File: src/hw/rtl/lgp_pkg.sv
// Shared types, widths and command/status structs for the level partitioner
package lgp_pkg;

  localparam int unsigned MaxNodes      = 48;
  localparam int unsigned MaxLevels     = 32;
  localparam int unsigned MaxPartitions = 16;

  localparam int unsigned LevelW = 5;
  localparam int unsigned CostW  = 32;
  localparam int unsigned IdxW   = 6;
  localparam int unsigned PartW  = 4;
  localparam int unsigned CntW   = 5;
  localparam int unsigned LoadW  = 38;
  localparam int unsigned SumW   = 44;
  localparam int unsigned ProdW  = SumW + CntW;

  localparam logic [IdxW-1:0] NodeCap     = IdxW'(MaxNodes);
  localparam logic [CntW-1:0] PartCountMax = CntW'(MaxPartitions);

  localparam logic KindAssign = 1'b0;
  localparam logic KindLoad   = 1'b1;

  typedef struct packed {
    logic [LevelW-1:0] node_level;
    logic [CostW-1:0]  node_cost;
    logic              last_node;
  } in_word_t;

  typedef struct packed {
    logic              result_kind;
    logic [IdxW-1:0]   item_index;
    logic [PartW-1:0]  assigned_partition;
    logic [LoadW-1:0]  partition_load;
    logic              node_overflow;
    logic              last_result;
  } out_word_t;

  typedef struct packed {
    logic load_node;
    logic walk_init;
    logic walk_sum;
    logic walk_step;
    logic node_emit;
    logic part_emit;
    logic run_clear;
  } cmd_t;

  typedef struct packed {
    logic last_level;
    logic node_none;
    logic last_node_out;
    logic last_part;
    logic out_free;
  } status_t;

endpackage

File: src/hw/rtl/lgp_ctrl.sv
// Sequencer: load, level walk, node emission, partition load emission
module lgp_ctrl (
  input  logic            clk_i,
  input  logic            rst_ni,
  input  logic            in_valid_i,
  input  logic            in_last_i,
  input  lgp_pkg::status_t status_i,
  output lgp_pkg::cmd_t   cmd_o,
  output logic            in_stall_o
);

  localparam logic [2:0] StLoad    = 3'd0;
  localparam logic [2:0] StWalkRd  = 3'd1;
  localparam logic [2:0] StWalkUpd = 3'd2;
  localparam logic [2:0] StNodeRd  = 3'd3;
  localparam logic [2:0] StNodeOut = 3'd4;
  localparam logic [2:0] StPartOut = 3'd5;

  logic [2:0] state_q, state_d;

  // Decode state into datapath commands and pick the next state
  always_comb begin
    cmd_o   = '0;
    state_d = state_q;
    case (state_q)
      StLoad: begin
        cmd_o.load_node = in_valid_i;
        if (in_valid_i && in_last_i) begin
          cmd_o.walk_init = 1'b1;
          state_d = StWalkRd;
        end
      end
      StWalkRd: begin
        cmd_o.walk_sum = 1'b1;
        state_d = StWalkUpd;
      end
      StWalkUpd: begin
        cmd_o.walk_step = 1'b1;
        if (status_i.last_level) begin
          state_d = status_i.node_none ? StPartOut : StNodeRd;
        end else begin
          state_d = StWalkRd;
        end
      end
      StNodeRd: begin
        state_d = StNodeOut;
      end
      StNodeOut: begin
        if (status_i.out_free) begin
          cmd_o.node_emit = 1'b1;
          state_d = status_i.last_node_out ? StPartOut : StNodeRd;
        end
      end
      StPartOut: begin
        if (status_i.out_free) begin
          cmd_o.part_emit = 1'b1;
          if (status_i.last_part) begin
            cmd_o.run_clear = 1'b1;
            state_d = StLoad;
          end
        end
      end
      default: begin
        state_d = StLoad;
      end
    endcase
  end

  // Hold state
  always_ff @(posedge clk_i or negedge rst_ni) begin
    if (!rst_ni) begin
      state_q <= StLoad;
    end else begin
      state_q <= state_d;
    end
  end

  assign in_stall_o = (state_q != StLoad);

endmodule

File: config.mk
export PLATFORM = sky130hd
export DESIGN_NAME = lgp_ctrl
export DESIGN_NICKNAME = d
export VERILOG_FILES = /design/src/hw/rtl/lgp_pkg.sv /design/src/hw/rtl/lgp_ctrl.sv
export SDC_FILE = /design/constraint.sdc
export NUM_CORES = 1
export LEC_CHECK = 0
export BUFFER_PORTS_ARGS = -buffer_cell sky130_fd_sc_hd__buf_4
export CORE_AREA = 2 2 39 41
export DETAILED_ROUTE_END_ITERATION = 10
export DIE_AREA = 0 0 41 43
export GPL_TIMING_DRIVEN = 0
export PLACE_DENSITY = 0.48
export SYNTH_ARGS = -nofsm -noshare
export SYNTH_HDL_FRONTEND = slang
export SYNTH_SLANG_ARGS = --single-unit
File: constraint.sdc
create_clock -name clk_i -period 2.6 [get_ports clk_i]
set_clock_uncertainty 0.2 [all_clocks]
set_input_delay 0.52 -clock clk_i [delete_from_list [all_inputs] [get_ports clk_i]]
set_output_delay 0.52 -clock clk_i [all_outputs]
set_load 0.05 [all_outputs]
==> impl_metrics.csv <==
group,metric,value,unit
run_status,status,"complete, no violations",
worst_setup_path,cp_max_fo,10,
finish,syn_to_final_growth,67.5,%
synthesis,synth_compound_area_share,19.6,%
global_route,antenna_found_initial,0,
worst_hold_path,hold_depth,3,
clocking,cts.repair.resized,0,
clocking,clk_pin_slew,0.04,ns
drt,ant_nets,0,
clocking,clock-root-buffer,"clkbuf_4",
synthesis,syn_nets,42,
worst_setup_path,reg2reg_slack,1.39,ns
drt,wl_per_cell,8.17,um
clocking,cts_setup_buffers,0,
clocking,cts.sinks,3,
worst_setup_path,cp-startpoint,"state_q[0]$_DFFE_PN0P_",
pwr,total_power,0.521,mW
synthesis,ys_types,18,
timing,tightest_slew,0.252,ns
timing,setup_tns,0,ns
worst_setup_path,max_stage_delay,0.38,ns
clocking,cts_buffers,3,
finish,largest_register,"state_q",
clocking,cts_tree,"yes",
drt,first_pass_iters,4,
synthesis,synth_top_area_share,28.7,%
synthesis,synthXorXnorAreaFrac,0,%
die,initial_core_util,18.9,%
pwr,cellLeakagePower,0.230,nW
finish,largest_register_ffs,3,
timing,fmax,0.468,GHz
timing,relSlewSlack,83.1,%
global_route,use_met1,7.79,%
synthesis,avgSynthCellArea,7.92,um^2
place,port_buffers,16,
worst_setup_path,regToRegStartpoint,"state_q[0]$_DFFE_PN0P_",
worst_setup_path,path_buf_inv,2,
worst_setup_path,crit_cells,4,
worst_setup_path,cp_top_family,"simple AND/OR/NAND/NOR gates",
clocking,cts.htree.levels,1,
clocking,clock_path_buffers,2,
pwr,vdd_ir_drop_max,291,uV
timing,drv_slew,0,
worst_setup_path,cp-start-kind,"register",
drt,viasPerCell,4.09,
synthesis,synthAdderAreaFrac,0,%
finish,layout.cells.most_common_list,"buf_4 (16), nor2_1 (5)",
synthesis,synthMuxAreaShare,0,%
synthesis,synth.area.top_cells,"dfrtp_1 (29%), buf_6 (8.6%), nand2b_1 (7.2%)",
place,routabilityCongestion,0.679,
die,die_w,41,um
synthesis,synth_area_leader_cell,"dfrtp_1",
worst_setup_path,cp_cell_sequence,"buf_6, or3_4, nor2_2, buf_4",
drt,drc,0,
worst_setup_path,crit_type,"reg -> out",
finish,final_common_cell,"buf_4",
global_route,globalRoute.totalOverflow,0,
worst_setup_path,critPathCaptureType,"primary output",
die,num_rows,14,
die,die_area,1760,um^2
drt,routed_wl,572,um
worst_hold_path,min_from,"status_i[2]",
die,die_y,43,um
clocking,hold_buffers,1,
place,dp_hpwl,470,um
worst_setup_path,endpoint,"cmd_o[5]",
finish,layout.cells.non_filler,70,
global_route,grt_max_degree,11,
worst_setup_path,cp_data_arrival_time,1.42,ns
finish,diodes,0,
synthesis,synth_top_family_by_area,"simple AND/OR/NAND/NOR gates",
timing,setup-violations-final,0,
worst_setup_path,r2r_end,"state_q[2]$_DFFE_PN0P_",
synthesis,ys_warn_count,0,
global_route,grt_pass1_vias,241,
clocking,insertion_delay,0.23,ns
timing,hold_viol_final,0,
synthesis,syn-cell-area,262,um^2
timing,finalCritPeriodShare,82.2,%
worst_setup_path,required,1.88,ns
synthesis,yosys.area_share.simple,40.2,%
finish,drive_gt1_share,42.6,%
worst_setup_path,r2r_cells,4,
timing,finalCriticalPeriod,2.14,ns
global_route,globalRouteTotalUtil,6.55,%
worst_hold_path,hold_path.class,"in -> reg",
run,maxCapViolations,0,
timing,grt_setup_unrepaired,"false",
finish,fillers,146,
die,io_pins,17,
synthesis,seq_area_frac_synth,28.7,%
global_route,top_usage_layer,"met2",
die,core,1380,um^2
synthesis,ys_ff_latch,3,
drt,vias,286,
global_route,grt_util_met2,10.9,%
worst_setup_path,slowest_stage,"dfrtp_1",
synthesis,syn_inst,33,
finish,layout.nets,64,
drt,drt_iter0_drc,7,
pwr,power_density,1190,nW/um^2
global_route,grt_first_pass_wirelength,814,um
place,placed_cells,65,
global_route,met3_usage,0,%
finish,top_regs,"state_q x3",
==> Yosys cell counts (all sizes together) <==
cell	instances
a21o	2
o211a	1
a21oi	3
nor3b	2
inv	2
nand2	2
and2	1
nor3	1
nand2b	3
buf	2
a31oi	1
o21ai	1
dfrtp	3
nand4bb	1
nand3	1
nor2	6
or3	1
==> through the flow <==
step           hold WS [ns]  area (um^2)  util, %  worst slack [ns]
6_report              0.384          438     31.6             0.463
5_1_grt               0.393          438     31.6             0.404
4_1_cts               0.382          438     31.6             0.456
3_5_place_dp          0.110          402     29.0             0.701
3_3_place_gp          0.111          402     29.0             0.701
2_1_floorplan        0.0244          262        -            0.0517
==> where the power goes <==
group	switching (mW)	internal [mW]	total, mW
Combinational	0.217	0.140	0.356
Clock	0.0221	0.0574	0.0795
Sequential	0.0187	0.0663	0.0850
==> layout make-up <==
| class | count | area [um^2] | share of cell area, % |
|---|---|---|---|
| multi-input cells | 26 | 156 | 35.7 |
| repair buffers | 17 | 130 | 29.7 |
| flip-flops and latches | 3 | 75.1 | 17.1 |
| clock buffers | 4 | 26.3 | 6.00 |
| plain buffers | 2 | 22.5 | 5.14 |
| well taps | 16 | 20.0 | 4.57 |
| inverters | 2 | 7.51 | 1.71 |
==> cell families (layout without fill, tap and decap cells) <==
logic type,after synthesis,count (layout)
simple gates,18,18
compound gates,8,8
buf+inv,4,25
flops,3,3
==> metal layers <==
layer / wire [um] / vias to the layer above / part of all wire (%)
met5: 0 / - / 0
met4: 0 / 0 / 0
li1: - / 153 / -
met2: 272 / 10 / 48
met3: 52 / 0 / 9.1
met1: 248 / 123 / 43
==> worst register-to-register path: stages (launching register included) <==
cell      delay [ns]
dfrtp_1         0.38
buf_6           0.14
nand2b_1        0.13
a31oi_1         0.17
a21o_1          0.13
==> worst min path at each step <==
stage	endpoint	slack, ns
after global placement	state_q[2]$_DFFE_PN0P_	0.11
final	state_q[1]$_DFFE_PN0P_	0.38
after floorplan	state_q[0]$_DFFE_PN0P_	0.02
after CTS	state_q[1]$_DFFE_PN0P_	0.38
after detailed placement	state_q[2]$_DFFE_PN0P_	0.11
after global routing	state_q[1]$_DFFE_PN0P_	0.39
Note: power is estimated with default switching activity, not from simulation.
